[config.mk]
export PLATFORM = sky130hd
export DESIGN_NAME = motor_stall_detector
export DESIGN_NICKNAME = d
export VERILOG_FILES = /design/src/rtl/msd_pkg.sv /design/src/rtl/motor_stall_detector.sv
export SDC_FILE = /design/constraint.sdc
export NUM_CORES = 1
export LEC_CHECK = 0
export ABC_AREA = 1
export BUFFER_PORTS_ARGS = -buffer_cell sky130_fd_sc_hd__buf_4
export CAP_MARGIN = 25
export CORE_MARGIN = 2
export CORE_UTILIZATION = 62
export CTS_CLUSTER_DIAMETER = 40
export DETAILED_ROUTE_END_ITERATION = 10
export GPL_ROUTABILITY_DRIVEN = 0
export PLACE_DENSITY = 0.81
export RECOVER_POWER = 100
export SYNTH_ARGS = -nofsm -noshare
export SYNTH_HDL_FRONTEND = slang
export SYNTH_SLANG_ARGS = --single-unit
[constraint.sdc]
create_clock -name clk -period 4.6 [get_ports clk]
set_input_delay 0.69 -clock clk [delete_from_list [all_inputs] [get_ports clk]]
set_output_delay 0.69 -clock clk [all_outputs]
set_load 0.05 [all_outputs]
[src/rtl/msd_pkg.sv]
// Shared widths, status codes and register indexes for the motor stall detector.
package msd_pkg;

  // default width of timestamps and time differences
  localparam int TIME_BITS_DEF = 32;

  // field widths
  localparam int CUR_BITS    = 16;
  localparam int NOW_BITS    = 32;
  localparam int CFG_BITS    = 32;
  localparam int IDX_BITS    = 3;
  localparam int STATUS_BITS = 3;

  // stream payload widths, rounded up to whole bytes
  localparam int S_DATA_BITS = 48;
  localparam int M_DATA_BITS = 8;

  // item kinds carried in s_tuser
  localparam logic OP_START  = 1'b0;
  localparam logic OP_SAMPLE = 1'b1;

  // result status codes
  localparam logic [STATUS_BITS-1:0] ST_RUNNING       = 3'd0;
  localparam logic [STATUS_BITS-1:0] ST_NO_MOTOR      = 3'd1;
  localparam logic [STATUS_BITS-1:0] ST_STALL         = 3'd2;
  localparam logic [STATUS_BITS-1:0] ST_TIMEOUT_STALL = 3'd3;
  localparam logic [STATUS_BITS-1:0] ST_TIMEOUT_ERROR = 3'd4;

  // configuration register indexes
  localparam logic [IDX_BITS-1:0] REG_STARTUP_IGNORE  = 3'd0;
  localparam logic [IDX_BITS-1:0] REG_MOTOR_DETECT    = 3'd1;
  localparam logic [IDX_BITS-1:0] REG_STALL_THRESHOLD = 3'd2;
  localparam logic [IDX_BITS-1:0] REG_STALL_CONFIRM   = 3'd3;
  localparam logic [IDX_BITS-1:0] REG_TIMEOUT         = 3'd4;

endpackage

[src/rtl/motor_stall_detector.sv]
// Motor stall detector: start/sample stream in, one status beat out per input beat.
//
// Each input beat is a start event or a current sample with a millisecond
// timestamp; each produces exactly one result beat in the cycle after it is taken. The
// detector takes one beat per clock: all checks (a few compares and two
// subtractions modulo 2^TIME_BITS) sit between the detector state and the
// output register, and a new beat is taken whenever the output register is
// empty or being drained in the same cycle (never during reset). Configuration
// writes take effect on the next clock and should be made while no beat is in
// flight.
module motor_stall_detector #(
  parameter int TIME_BITS = msd_pkg::TIME_BITS_DEF
) (
  input  logic                            clk,
  input  logic                            rst,
  // configuration write port
  input  logic                            cfg_wr_en,
  input  logic [msd_pkg::IDX_BITS-1:0]    cfg_index,
  input  logic [msd_pkg::CFG_BITS-1:0]    cfg_data,
  // input stream
  input  logic                            s_tvalid,
  output logic                            s_tready,
  input  logic [msd_pkg::S_DATA_BITS-1:0] s_tdata,   // current[15:0], now_ms[47:16]
  input  logic                            s_tuser,   // op (0 start, 1 sample)
  // result stream
  output logic                            m_tvalid,
  input  logic                            m_tready,
  output logic [msd_pkg::M_DATA_BITS-1:0] m_tdata    // status[2:0], active[3], zero[7:4]
);
  import msd_pkg::*;

  typedef logic [TIME_BITS-1:0] tm_t;

  // configuration registers
  logic [CFG_BITS-1:0] startup_ignore_ms;
  logic [CUR_BITS-1:0] motor_detect_ma;
  logic [CUR_BITS-1:0] stall_threshold_ma;
  logic [CFG_BITS-1:0] stall_confirm_ms;
  logic [CFG_BITS-1:0] run_limit_ms;

  // detector state
  tm_t                 start_time, start_time_next;
  logic [CUR_BITS-1:0] peak_current, peak_current_next;
  logic                startup_checked, startup_checked_next;
  logic                confirming, confirming_next;
  tm_t                 confirm_start, confirm_start_next;
  logic                armed, armed_next;

  // output register
  logic                   out_valid;
  logic [STATUS_BITS-1:0] out_status, status_next;
  logic                   out_active;

  // unpacked input beat
  logic                op;
  logic [CUR_BITS-1:0] cur;
  tm_t                 now_t;
  tm_t                 elapsed;
  tm_t                 confirm_elapsed;
  logic                s_fire;
  logic                done;

  assign op     = s_tuser;
  assign cur    = s_tdata[CUR_BITS-1:0];
  assign now_t  = TIME_BITS'(s_tdata[CUR_BITS +: NOW_BITS]);
  assign s_fire = s_tvalid && s_tready;

  assign elapsed         = now_t - start_time;
  assign confirm_elapsed = now_t - confirm_start;

  // configuration writes
  always_ff @(posedge clk) begin
    if (rst) begin
      startup_ignore_ms  <= '0;
      motor_detect_ma    <= '0;
      stall_threshold_ma <= '0;
      stall_confirm_ms   <= '0;
      run_limit_ms       <= '0;
    end else if (cfg_wr_en) begin
      unique case (cfg_index)
        REG_STARTUP_IGNORE:  startup_ignore_ms  <= cfg_data;
        REG_MOTOR_DETECT:    motor_detect_ma    <= cfg_data[CUR_BITS-1:0];
        REG_STALL_THRESHOLD: stall_threshold_ma <= cfg_data[CUR_BITS-1:0];
        REG_STALL_CONFIRM:   stall_confirm_ms   <= cfg_data;
        REG_TIMEOUT:         run_limit_ms       <= cfg_data;
        default: ;
      endcase
    end
  end

  // detection decision for the current beat
  always_comb begin
    start_time_next      = start_time;
    peak_current_next    = peak_current;
    startup_checked_next = startup_checked;
    confirming_next      = confirming;
    confirm_start_next   = confirm_start;
    armed_next           = armed;
    status_next          = ST_RUNNING;
    done                 = 1'b0;

    if (op == OP_START) begin
      // (re)arm from this timestamp
      start_time_next      = now_t;
      peak_current_next    = '0;
      startup_checked_next = 1'b0;
      confirming_next      = 1'b0;
      confirm_start_next   = '0;
      armed_next           = 1'b1;
    end else if (armed) begin
      if (elapsed <= TIME_BITS'(startup_ignore_ms)) begin
        // startup window: track peak only
        if (cur > peak_current) peak_current_next = cur;
      end else begin
        // one-time presence check after the window
        if (!startup_checked) begin
          startup_checked_next = 1'b1;
          if (peak_current < motor_detect_ma) begin
            armed_next  = 1'b0;
            status_next = ST_NO_MOTOR;
            done        = 1'b1;
          end
        end
        // stall confirmation
        if (!done) begin
          if (cur > stall_threshold_ma) begin
            if (!confirming) begin
              confirming_next    = 1'b1;
              confirm_start_next = now_t;
            end else if (confirm_elapsed >= TIME_BITS'(stall_confirm_ms)) begin
              armed_next  = 1'b0;
              status_next = ST_STALL;
              done        = 1'b1;
            end
          end else begin
            confirming_next = 1'b0;
          end
        end
        // run timeout
        if (!done && (elapsed > TIME_BITS'(run_limit_ms))) begin
          armed_next  = 1'b0;
          status_next = confirming_next ? ST_TIMEOUT_STALL : ST_TIMEOUT_ERROR;
        end
      end
    end
  end

  // state update on each accepted beat
  always_ff @(posedge clk) begin
    if (rst) begin
      start_time      <= '0;
      peak_current    <= '0;
      startup_checked <= 1'b0;
      confirming      <= 1'b0;
      confirm_start   <= '0;
      armed           <= 1'b0;
    end else if (s_fire) begin
      start_time      <= start_time_next;
      peak_current    <= peak_current_next;
      startup_checked <= startup_checked_next;
      confirming      <= confirming_next;
      confirm_start   <= confirm_start_next;
      armed           <= armed_next;
    end
  end

  // output register; refilled in the cycle it drains, no intake during reset
  assign s_tready = !rst && (!out_valid || m_tready);

  always_ff @(posedge clk) begin
    if (rst) begin
      out_valid <= 1'b0;
    end else if (s_fire) begin
      out_valid <= 1'b1;
    end else if (m_tready) begin
      out_valid <= 1'b0;
    end
  end

  always_ff @(posedge clk) begin
    if (s_fire) begin
      out_status <= status_next;
      out_active <= armed_next;
    end
  end

  assign m_tvalid = out_valid;
  assign m_tdata  = {{(M_DATA_BITS - STATUS_BITS - 1){1'b0}}, out_active, out_status};

  // a freshly loaded result reports the armed flag left behind by its beat
  a_active_tracks_armed: assert property (@(posedge clk) disable iff (rst)
    s_fire |=> (out_active == armed))
    else $error("result active flag differs from detector armed state");

  // a start beat always leaves the detector armed
  a_start_arms: assert property (@(posedge clk) disable iff (rst)
    (s_fire && (op == OP_START)) |=> armed)
    else $error("start beat did not arm the detector");

  // stall confirmation only runs after the presence check
  a_confirm_after_check: assert property (@(posedge clk) disable iff (rst)
    confirming |-> startup_checked)
    else $error("confirming without startup check");

  // any terminal status ends the run
  a_terminal_inactive: assert property (@(posedge clk) disable iff (rst)
    (out_valid && (out_status != ST_RUNNING)) |-> !out_active)
    else $error("terminal status reported with detector still active");

endmodule

==> flow_summary.json, run 1 <==
{
  "outcome": "complete, but fails checks",
  "violations": "max-capacitance violations, max-slew violations",
  "period_share_pct": 91.72,
  "io_pins": 99,
  "grt_pass1_vias": 13526,
  "synthToLayoutAreaGrowth_pct": 15.32,
  "post_synth_instance_area_sq_um": 14800,
  "max_slew.worst_pin.slew_ns": 2.643,
  "postRouteAntennaNets": 0,
  "cts.hold.buffers_added": 0,
  "placementRows": 56,
  "final_layout_size_suffix_gt1_share_pct": 8.768,
  "drt_pass1_iterations": 6,
  "n_antenna_cell": 0,
  "met2_wirelength_um": 18690,
  "hp-class": "in -> reg",
  "data_required_time_of_the_critical_path_ns": 4.96,
  "cp_slowest_stage_delay_ns": 0.40,
  "h-tree-depth": 2,
  "pre_cts_ws_ns": 0.09525,
  "irDropWorstVdd_mv": 0.2483,
  "via_per_inst": 5.722,
  "grt_first_pass_wirelength_um": 66960,
  "finalMaxSlewViolations": 89,
  "clk_pin_slew_ns": 0.05,
  "drt-initial-drc-count": 1288,
  "report.final.hold_viol_count": 0,
  "critical-path-top-cell-by-count": "sky130_fd_sc_hd__nand3_1",
  "max-slew-margin-rel_pct": -76.19,
  "final_nets": 2492,
  "timing.critical_path.cells": "clkbuf_4, inv_1, ha_1, inv_1, fa_1, nand3_1, nand2_1, a21boi_0, o21ai_1, a21oi_1, o21bai_1, xor2_1, ha_1, nand2_1, o21bai_1, nand3_1, a21oi_1, nand3_1, nand3_1, nand3_1, a21oi_1",
  "clkSinkCount": 216,
  "pwr_density_cell_nw_per_um2": 381.1,
  "timing_worst_setup_path_type": "in -> reg",
  "placement.cell_area_sq_um": 15760,
  "overall_die_width_um": 158.5,
  "setup_violations": 0,
  "area_enclosed_by_the_die_boundary_sq_um": 25130,
  "synth-warning-count": 0,
  "worst_skew_pair.late_latency_ns": 0.53,
  "place.port_buffers": 94,
  "tritoncts": "built",
  "yosys.cell_count.top_type": "sky130_fd_sc_hd__nand2_1",
  "cts_root_buf": "sky130_fd_sc_hd__clkbuf_16",
  "final_cells": 2543,
  "post-route-util_pct": 72.73,
  "number_of_enable_flip_flop_cells_after_synthesis": 4,
  "post_drt_wl_per_cell_um": 16.76,
  "post_synth_most_frequent_cells": "sky130_fd_sc_hd__nand2_1 (358), sky130_fd_sc_hd__inv_1 (335), sky130_fd_sc_hd__a21oi_1 (324)",
  "grt_max_degree": 129,
  "cp_slowest_cell": "sky130_fd_sc_hd__fa_1",
  "cp_top_family": "compound AO/OA/AOI/OAI gates",
  "die_y_um": 158.5,
  "via_count": 14551,
  "worst_ep_arrival_time_ns": 4.58,
  "highest_metal_used": "met4",
  "synthCells": 2114,
  "cts_buffer_depth": 3,
  "global_route.overflow_total": 0,
  "critPathMaxFanout": 3,
  "crit_path_start_kind": "input pin",
  "global_route.usage.total_pct": 33.69,
  "cts-buffers-inserted": 37,
  "start_util_pct": 63.07,
  "place.detailed.hpwl_um": 31200,
  "netlist.area_leader.share_pct": 28.67,
  "synth_top_cell_by_area": "sky130_fd_sc_hd__dfxtp_1",
  "synth_sequential_area_ratio_pct": 29.48,
  "timing.critical_path.buf_inv": 3,
  "max_cap_violations": 2,
  "synthTopCellsByArea": "sky130_fd_sc_hd__dfxtp_1 (29%), sky130_fd_sc_hd__ha_1 (17%), sky130_fd_sc_hd__a21oi_1 (11%), sky130_fd_sc_hd__nand2_1 (9.1%), sky130_fd_sc_hd__inv_1 (8.5%)",
  "routed_wl_um": 42620,
  "postCtsResizedCells": 0,
  "ys_ff_latch": 216,
  "yosys.cell_types.count": 49,
  "p_leak_nw": 7.603,
  "grt_setup_unrepaired": "false",
  "placed_instance_count": 2472,
  "critical_path.endpoint_type": "register",
  "final.setup.tns_ns": 0,
  "fin_crit_ns": 4.219,
  "synth.avg_cell_area_sq_um": 7.002,
  "postSynth.asyncResetShare_pct": 0,
  "timing.fmax_mhz": 237.0,
  "layout_setup_ws_ns": 0.3808,
  "post_cts.repair.setup_buffers": 0,
  "final_cell_area_sq_um": 17070,
  "detailroute.wirelength.met3_um": 3576,
  "synth_flop_type": "sky130_fd_sc_hd__dfxtp_1",
  "wl_met1_um": 18950,
  "post_route_skew_ns": 0.02271,
  "remaining_drc_errors": 0,
  "core_area_sq_um": 23470,
  "antenna_violations_before_repair": 0
}
-- metrics by stage --
stage	hold WS (ns)	total power [mW]
floorplan	0.4274	3.140
global placement	0.4398	3.563
detailed placement	0.4516	3.629
CTS	0.4104	6.460
global route	0.4546	6.800
finish	0.4147	6.505
-- state kept, by name, indices dropped and copies added (netlist names) --
name,cells
confirm_start,32
run_limit_ms,32
stall_confirm_ms,32
start_time,32
startup_ignore_ms,32
motor_detect_ma,16
peak_current,16
stall_threshold_ma,16
out_status,3
armed,1
confirming,1
m_tvalid,1
out_active,1
startup_checked,1
-- per-layer routing --
layer  vias up  track usage [%]
li1       7143                -
met1      6689            46.72
met2       614            53.64
met3       105            4.954
met4         0            11.71
met5         -                0
-- cells in the final DEF, fill, tap and decap left out, types with 12 or more instances in the layout --
master                      count
sky130_fd_sc_hd__buf_4         95
sky130_fd_sc_hd__ha_1         205
sky130_fd_sc_hd__nand2_1      357
sky130_fd_sc_hd__nand4_1       24
sky130_fd_sc_hd__dfxtp_1      212
sky130_fd_sc_hd__a21oi_1      324
sky130_fd_sc_hd__o21ai_0      220
sky130_fd_sc_hd__nand3_1       58
sky130_fd_sc_hd__xor2_1        40
sky130_fd_sc_hd__nor2_1       137
sky130_fd_sc_hd__inv_1        334
sky130_fd_sc_hd__nor3_1        12
sky130_fd_sc_hd__o21ai_1       15
sky130_fd_sc_hd__xnor2_1       15
sky130_fd_sc_hd__clkbuf_16     40
-- cell type report --
type                            count  area (sq um)
Clock buffer                       50          1119
Timing Repair Buffer              112         882.1
Inverter                          341          1281
Sequential cell                   216          4364
Multi-Input combinational cell   1488          8852
Clock inverter                     17         173.9
Tap cell                          319         399.1
Fill cell                        1873          6401
-- final timing paths --
check	from	end	slack, ns	cells past startpoint
max	s_tdata[16]	out_active$_DFFE_PP_	0.38	21
min	s_tvalid	m_tvalid$_SDFFE_PP0P_	0.41	3
max reg2reg	start_time[0]$_SDFFE_PP0P_	peak_current[12]$_SDFFE_PP0P_	0.43	21
min reg2reg	start_time[18]$_SDFFE_PP0P_	start_time[18]$_SDFFE_PP0P_	0.46	2
-- power by group --
part | internal (mW) | switching, mW
sequential | 1.96 | 0.0265
clock | 1.83 | 1.01
combinational | 0.600 | 1.08
total | 4.39 | 2.12
-- worst register-to-register path, stage by stage, from the launching register on --
cell and delay [ns]:
sky130_fd_sc_hd__dfxtp_1 0.37, sky130_fd_sc_hd__ha_1 0.20, sky130_fd_sc_hd__inv_1 0.07, sky130_fd_sc_hd__fa_1 0.44, sky130_fd_sc_hd__a21oi_1 0.33, sky130_fd_sc_hd__o21ai_0 0.20, sky130_fd_sc_hd__a31oi_1 0.20, sky130_fd_sc_hd__xor2_1 0.28
sky130_fd_sc_hd__buf_4 0.19, sky130_fd_sc_hd__ha_1 0.22, sky130_fd_sc_hd__nand2_1 0.10, sky130_fd_sc_hd__o21bai_1 0.12, sky130_fd_sc_hd__nand2_1 0.06, sky130_fd_sc_hd__a21oi_1 0.23, sky130_fd_sc_hd__nand2_1 0.09, sky130_fd_sc_hd__nand2_1 0.06
sky130_fd_sc_hd__nand2_1 0.07, sky130_fd_sc_hd__nand3_2 0.14, sky130_fd_sc_hd__nand3_2 0.10, sky130_fd_sc_hd__buf_12 0.19, sky130_fd_sc_hd__o21ai_1 0.19, sky130_fd_sc_hd__nor2_1 0.07
-- cells by family after synthesis --
family                     Yosys count  share of synthesized area [%]
buffers and inverters              413                          10.85
xor gates and xnor gates            55                          3.254
adders and majority gates          207                          17.60
other                                1                        0.02533
and+or+nand+nor                    612                          17.20
DFF                                216                          29.48
AOI/OAI and AO/OA                  610                          21.59
Note: power is estimated with default switching activity, not from simulation.
==> run 2: changes to the inputs <==
--- a/config.mk
+++ b/config.mk
@@ -14,7 +14,7 @@
 export DETAILED_ROUTE_END_ITERATION = 10
 export GPL_ROUTABILITY_DRIVEN = 0
 export PLACE_DENSITY = 0.81
-export RECOVER_POWER = 100
+export RECOVER_POWER = 25
 export SYNTH_ARGS = -nofsm -noshare
 export SYNTH_HDL_FRONTEND = slang
 export SYNTH_SLANG_ARGS = --single-unit
==> run 2 against run 1 <==
  * The run still ends with max-capacitance violations, max-slew violations left
  * Highest routed layer unchanged
  * Largest cell class unchanged
  * Sequential power about the same
  * Routed wire length about the same
  * Combinational power about the same
  * Hold slack got worse by 0.0033 ns
  * Clock-buffer cell count unchanged
==> flow_summary.json, run 2 (synthesis results as in run 1) <==
{
  "grt_setup_unrepaired": "false",
  "reg2reg_depth": 21,
  "crit_path_start_kind": "input pin",
  "start_util_pct": 63.07,
  "cts_buffer_depth": 3,
  "final.setup.tns_ns": 0,
  "report.final.hold_viol_count": 0,
  "outcome": "complete, but fails checks",
  "fin_crit_ns": 4.178,
  "cp_slowest_stage_delay_ns": 0.44,
  "clk_pin_slew_ns": 0.05,
  "overall_die_width_um": 158.5,
  "cts_root_buf": "sky130_fd_sc_hd__clkbuf_16",
  "cp_slowest_cell": "sky130_fd_sc_hd__fa_1",
  "area_enclosed_by_the_die_boundary_sq_um": 25130,
  "worstHoldStart": "s_tvalid",
  "pwr_density_cell_nw_per_um2": 380.8,
  "data_required_time_of_the_critical_path_ns": 4.89,
  "place.detailed.hpwl_um": 31200,
  "worst_hold_path.num_cells": 3,
  "grt_max_degree": 129,
  "critPathMaxFanout": 32,
  "global_route.overflow_total": 0,
  "final_cell_area_sq_um": 17100,
  "placement.cell_area_sq_um": 15760,
  "post-route-util_pct": 72.83,
  "overall_power_mw": 6.510,
  "core_area_sq_um": 23470,
  "setup_violations": 0,
  "grt_pass1_vias": 13526,
  "via_per_inst": 5.757,
  "p_leak_nw": 7.616,
  "pre_cts_ws_ns": 0.09525,
  "place.port_buffers": 94,
  "placementRows": 56,
  "post_route_skew_ns": 0.02346,
  "capture_point_of_the_worst_reg_to_reg_path": "peak_current[12]$_SDFFE_PP0P_",
  "finalMaxSlewViolations": 89,
  "routed_wl_um": 42620,
  "remaining_drc_errors": 0,
  "postRouteAntennaNets": 0,
  "irDropWorstVdd_mv": 0.2470,
  "drt_pass1_iterations": 8,
  "final_nets": 2492,
  "tritoncts": "built",
  "max_cap_violations": 2,
  "violations": "max-capacitance violations, max-slew violations",
  "io_pins": 99,
  "max_slew.worst_pin.slew_ns": 2.623,
  "cp_top_family": "compound AO/OA/AOI/OAI gates",
  "hp-class": "in -> reg",
  "n_antenna_cell": 0,
  "max-slew-margin-rel_pct": -74.88,
  "cts.hold.buffers_added": 0,
  "synthToLayoutAreaGrowth_pct": 15.48,
  "die_y_um": 158.5,
  "worst_ep_arrival_time_ns": 4.47,
  "timing_worst_setup_path_type": "in -> reg",
  "min_to": "m_tvalid$_SDFFE_PP0P_",
  "mostFrequentLayoutCell": "sky130_fd_sc_hd__nand2_1",
  "hold_slack_ns": 0.4114,
  "r2r-start": "start_time[0]$_SDFFE_PP0P_",
  "antenna_violations_before_repair": 0,
  "via_count": 14640,
  "h-tree-depth": 2,
  "drt-initial-drc-count": 1329,
  "timing.critical_path.cells": "buf_4, inv_1, ha_1, inv_1, fa_1, a21oi_1, o21ai_0, a31oi_1, xor2_1, buf_4, ha_1, nand2_1, o21bai_1, nand2_1, a21oi_1, nand2_1, nand2_1, nand2_1, nand3_2, nand3_2, buf_12, o21ai_1, nor2_1",
  "layout_setup_ws_ns": 0.4218,
  "critical_path.endpoint_type": "register",
  "timing.critical_path.buf_inv": 5,
  "critical-path-top-cell-by-count": "sky130_fd_sc_hd__nand2_1",
  "post_cts.repair.setup_buffers": 0,
  "final_layout_size_suffix_gt1_share_pct": 8.858,
  "period_share_pct": 90.83,
  "grt_first_pass_wirelength_um": 66960,
  "setup.reg_to_reg.worst_slack_ns": 0.45,
  "global_route.usage.total_pct": 33.69,
  "final_cells": 2543,
  "placed_instance_count": 2472,
  "timing.fmax_mhz": 239.3,
  "most-common-layout-cells": "sky130_fd_sc_hd__nand2_1 (357), sky130_fd_sc_hd__inv_1 (334), sky130_fd_sc_hd__a21oi_1 (324), sky130_fd_sc_hd__dfxtp_1 (212), sky130_fd_sc_hd__o21ai_0 (211)",
  "post_drt_wl_per_cell_um": 16.76,
  "worst_skew_pair.late_latency_ns": 0.53,
  "postCtsResizedCells": 0,
  "clkSinkCount": 216,
  "cts-buffers-inserted": 37,
  "fillerInstances": 1870
}
run 2: changes by cell type in the layout (fill, tap and decap cells not counted), sizes merged:
cell / before / now
clkbuf: 59 / 57
buf: 103 / 105
run 2: per-layer routing:
metal / vias to the layer above / wire, um / track usage [%]
met3: 100 / 3536 / 4.954
met1: 6786 / 18970 / 46.72
met2: 614 / 18760 / 53.64
met4: 0 / 1358 / 11.71
met5: - / 0 / 0
li1: 7140 / - / -
run 2: layout make-up:
| class | count | area, sq um | share of cell area, % |
|---|---|---|---|
| clock inverters | 17 | 173.9 | 1.017 |
| multi-input cells | 1488 | 8856 | 51.80 |
| flip-flops and latches | 216 | 4364 | 25.53 |
| well taps | 319 | 399.1 | 2.335 |
| inverters | 341 | 1281 | 7.495 |
| repair buffers | 112 | 902.1 | 5.277 |
| clock buffers | 50 | 1119 | 6.543 |
run 2: how the worst max path moves through the flow:
stage | startpoint | cells past startpoint | slack, ns | end
after detailed placement | s_tdata[16] | 21 | 0.1 | out_status[0]$_SDFFCE_PP0P_
after global routing | rst | 8 | 0.12 | start_time[9]$_SDFFE_PP0P_
final | s_tdata[16] | 23 | 0.42 | peak_current[12]$_SDFFE_PP0P_
after floorplan | s_tdata[16] | 24 | 0.88 | out_status[0]$_SDFFCE_PP0P_
after CTS | s_tdata[16] | 21 | 0.61 | out_status[0]$_SDFFCE_PP0P_
after global placement | s_tdata[16] | 21 | 0.16 | out_status[0]$_SDFFCE_PP0P_
run 2: worst min-delay path, delay by kind of cell:
kind / cells / cell delay (ns)
buffers and inverters: 1 / 0.08
AND/OR/NAND/NOR: 1 / 0.09
AO/OA/AOI/OAI: 1 / 0.03
run 2: power by group:
part	internal (mW)	switching [mW]	leakage [nW]
Clock	1.83	1.01	0.637
Combinational	0.603	1.08	5.22
Sequential	1.96	0.0266	1.76
Total	4.39	2.12	7.62
==> run 3: changes to the inputs <==
--- a/config.mk
+++ b/config.mk
@@ -8,6 +8,7 @@
 export ABC_AREA = 1
 export BUFFER_PORTS_ARGS = -buffer_cell sky130_fd_sc_hd__buf_4
 export CAP_MARGIN = 25
+export CORE_ASPECT_RATIO = 1.2
 export CORE_MARGIN = 2
 export CORE_UTILIZATION = 62
 export CTS_CLUSTER_DIAMETER = 40
==> constraint.sdc (replaced) <==
create_clock -name clk -period 4.6 [get_ports clk]
set_input_delay 0.69 -clock clk [delete_from_list [all_inputs] [get_ports clk]]
set_output_delay 0.69 -clock clk [all_outputs]
set_load 0.005 [all_outputs]
==> run 3 against run 2 <==
  * The flow still finishes with violations (max-capacitance violations, max-slew violations)
  * Utilization fell by 0.29 points
  * Clock power fell by 15%
  * Global-route usage fell by 2.5 points
  * Largest cell class unchanged
==> flow_summary.json, run 3 (synthesis results as in run 1) <==
{
  "post_cts.repair.setup_buffers": 0,
  "final.setup.tns_ns": 0,
  "cts.hold.buffers_added": 0,
  "timing_worst_setup_path_type": "reg -> reg",
  "data_required_time_of_the_critical_path_ns": 4.92,
  "remaining_drc_errors": 0,
  "routed_wl_um": 40750,
  "start_util_pct": 63.59,
  "global_route.usage.total_pct": 31.19,
  "io_pins": 99,
  "critPathMaxFanout": 32,
  "postCtsResizedCells": 0,
  "grt_first_pass_wirelength_um": 65440,
  "post-route-util_pct": 72.54,
  "drt_pass1_iterations": 5,
  "via_count": 14386,
  "pwr_density_cell_nw_per_um2": 356.7,
  "clk_pin_slew_ns": 0.06,
  "outcome": "complete, but fails checks",
  "worst_skew_pair.late_latency_ns": 0.56,
  "tritoncts": "built",
  "timing.fmax_mhz": 239.0,
  "clkSinkCount": 216,
  "final_nets": 2485,
  "global_route.usage.met1_pct": 39.93,
  "violations": "max-capacitance violations, max-slew violations",
  "via_per_inst": 5.693,
  "die_y_um": 173.3,
  "h-tree-depth": 1,
  "cts_root_buf": "sky130_fd_sc_hd__clkbuf_16",
  "share_seq_of_total_power_pct": 32.9,
  "drt-initial-drc-count": 1262,
  "max-slew-margin-rel_pct": -89.03,
  "critical_path.endpoint_type": "register",
  "hp-class": "in -> reg",
  "report.final.hold_viol_count": 0,
  "setup_violations": 0,
  "most-common-layout-cells": "sky130_fd_sc_hd__nand2_1 (356), sky130_fd_sc_hd__inv_1 (334), sky130_fd_sc_hd__a21oi_1 (324), sky130_fd_sc_hd__dfxtp_1 (212), sky130_fd_sc_hd__o21ai_0 (211)",
  "p_leak_nw": 7.516,
  "max_slew.worst_pin.slew_ns": 2.835,
  "placementRows": 61,
  "grt_most_used_layer": "met2",
  "period_share_pct": 90.97,
  "power.net_switching_mw": 2.023,
  "global_route.usage.met3_pct": 3.211,
  "mostFrequentLayoutCell": "sky130_fd_sc_hd__nand2_1",
  "post_drt_wl_per_cell_um": 16.13,
  "place.detailed.hpwl_um": 30360,
  "fin_crit_ns": 4.185,
  "post_route_skew_ns": 0.01091,
  "core_area_sq_um": 23280,
  "grt_max_degree": 107,
  "area_enclosed_by_the_die_boundary_sq_um": 25130,
  "finalMaxSlewViolations": 49,
  "antenna_violations_before_repair": 0,
  "irDropWorstVdd_mv": 0.3037,
  "met2_grt_util_pct": 54.84,
  "cts-buffers-inserted": 30,
  "power_internal_mw": 4.001,
  "n_antenna_cell": 0,
  "pwr-share-clk_pct": 39.9,
  "cts_buffer_depth": 3,
  "crit_path_start_kind": "register",
  "grt_setup_unrepaired": "false",
  "synthToLayoutAreaGrowth_pct": 14.07,
  "overall_die_width_um": 145.1,
  "postRouteAntennaNets": 0,
  "combinational_fraction_of_design_power_pct": 27.3,
  "grt_pass1_vias": 13513,
  "worst_ep_arrival_time_ns": 4.51,
  "max_cap_violations": 1,
  "global_route.overflow_total": 0,
  "switching_share_pct": 33.58,
  "place.port_buffers": 94,
  "final_layout_size_suffix_gt1_share_pct": 8.770
}
==> run 3: cell types whose count changed in the layout (fill, tap and decap cells not counted), moves of 3 or more <==
cell,change
sky130_fd_sc_hd__clkbuf_16,-10
sky130_fd_sc_hd__clkbuf_1,-8
sky130_fd_sc_hd__clkbuf_8,-5
sky130_fd_sc_hd__inv_8,+4
sky130_fd_sc_hd__buf_12,+3
==> run 3: worst paths after layout <==
check | startpoint | endpoint | slack, ns | depth (start not counted)
hold reg to reg | stall_threshold_ma[12]$_SDFFE_PP0P_ | stall_threshold_ma[12]$_SDFFE_PP0P_ | 0.46 | 2
setup / recovery | start_time[9]$_SDFFE_PP0P_ | peak_current[11]$_SDFFE_PP0P_ | 0.42 | 22
hold / removal | s_tvalid | m_tvalid$_SDFFE_PP0P_ | 0.35 | 3
setup reg to reg | start_time[9]$_SDFFE_PP0P_ | peak_current[11]$_SDFFE_PP0P_ | 0.42 | 22
==> run 3: metrics by stage <==
stage                     cells  worst slack, ns  area, sq um  hold slack [ns]  total power, mW
final                      2527           0.4152        16890           0.3453            6.023
after CTS                  2524           0.5998        16840           0.3361            5.999
after global routing       2527           0.1343        16890           0.3710            6.326
after floorplan            2117           0.8775        14810           0.4274            3.124
after detailed placement   2469          0.06776        15790           0.4498            3.599
after global placement     2467           0.1467        15750           0.4397            3.535
==> run 3: metal layers <==
layer	wire (um)	vias up
li1	-	7133
met1	17370	6612
met2	19410	534
met3	2540	107
met4	1432	0
met5	0	-
==> run 3: cell type report <==
cell class                 count  area [sq um]
clock buffer                  33         792.0
clock inverter                22         254.0
fill                        1847          6392
inverter                     341          1281
multi-input combinational   1488          8859
sequential                   216          4364
tap                          315         394.1
timing repair buffer         112         942.2
==> run 3: worst max-delay path, cell delays in order (launching register included) <==
cell	delay, ns
sky130_fd_sc_hd__dfxtp_1	0.32
sky130_fd_sc_hd__inv_1	0.06
sky130_fd_sc_hd__ha_1	0.40
sky130_fd_sc_hd__nand2_1	0.13
sky130_fd_sc_hd__nor2_1	0.16
sky130_fd_sc_hd__nand2_1	0.09
sky130_fd_sc_hd__o211ai_2	0.28
sky130_fd_sc_hd__a21oi_2	0.13
sky130_fd_sc_hd__o21ai_1	0.18
sky130_fd_sc_hd__xor2_1	0.36
sky130_fd_sc_hd__buf_4	0.19
sky130_fd_sc_hd__ha_1	0.23
sky130_fd_sc_hd__a21oi_1	0.20
sky130_fd_sc_hd__nand2_1	0.07
sky130_fd_sc_hd__nand2_1	0.05
sky130_fd_sc_hd__nand3_1	0.07
sky130_fd_sc_hd__a21oi_1	0.22
sky130_fd_sc_hd__nand2_1	0.13
sky130_fd_sc_hd__nand3_2	0.14
sky130_fd_sc_hd__nand3_2	0.11
sky130_fd_sc_hd__buf_12	0.20
sky130_fd_sc_hd__o21ai_1	0.16
sky130_fd_sc_hd__nor2_1	0.06
==> run 3: power groups by stage <==
stage	Clock [mW]	Sequential, mW	Combinational [mW]
2_1_floorplan	0	2.01	1.11
3_3_place_gp	0	2.02	1.52
3_5_place_dp	0	2.02	1.58
4_1_cts	2.42	1.98	1.60
5_1_grt	2.50	1.99	1.84
6_report	2.40	1.98	1.64
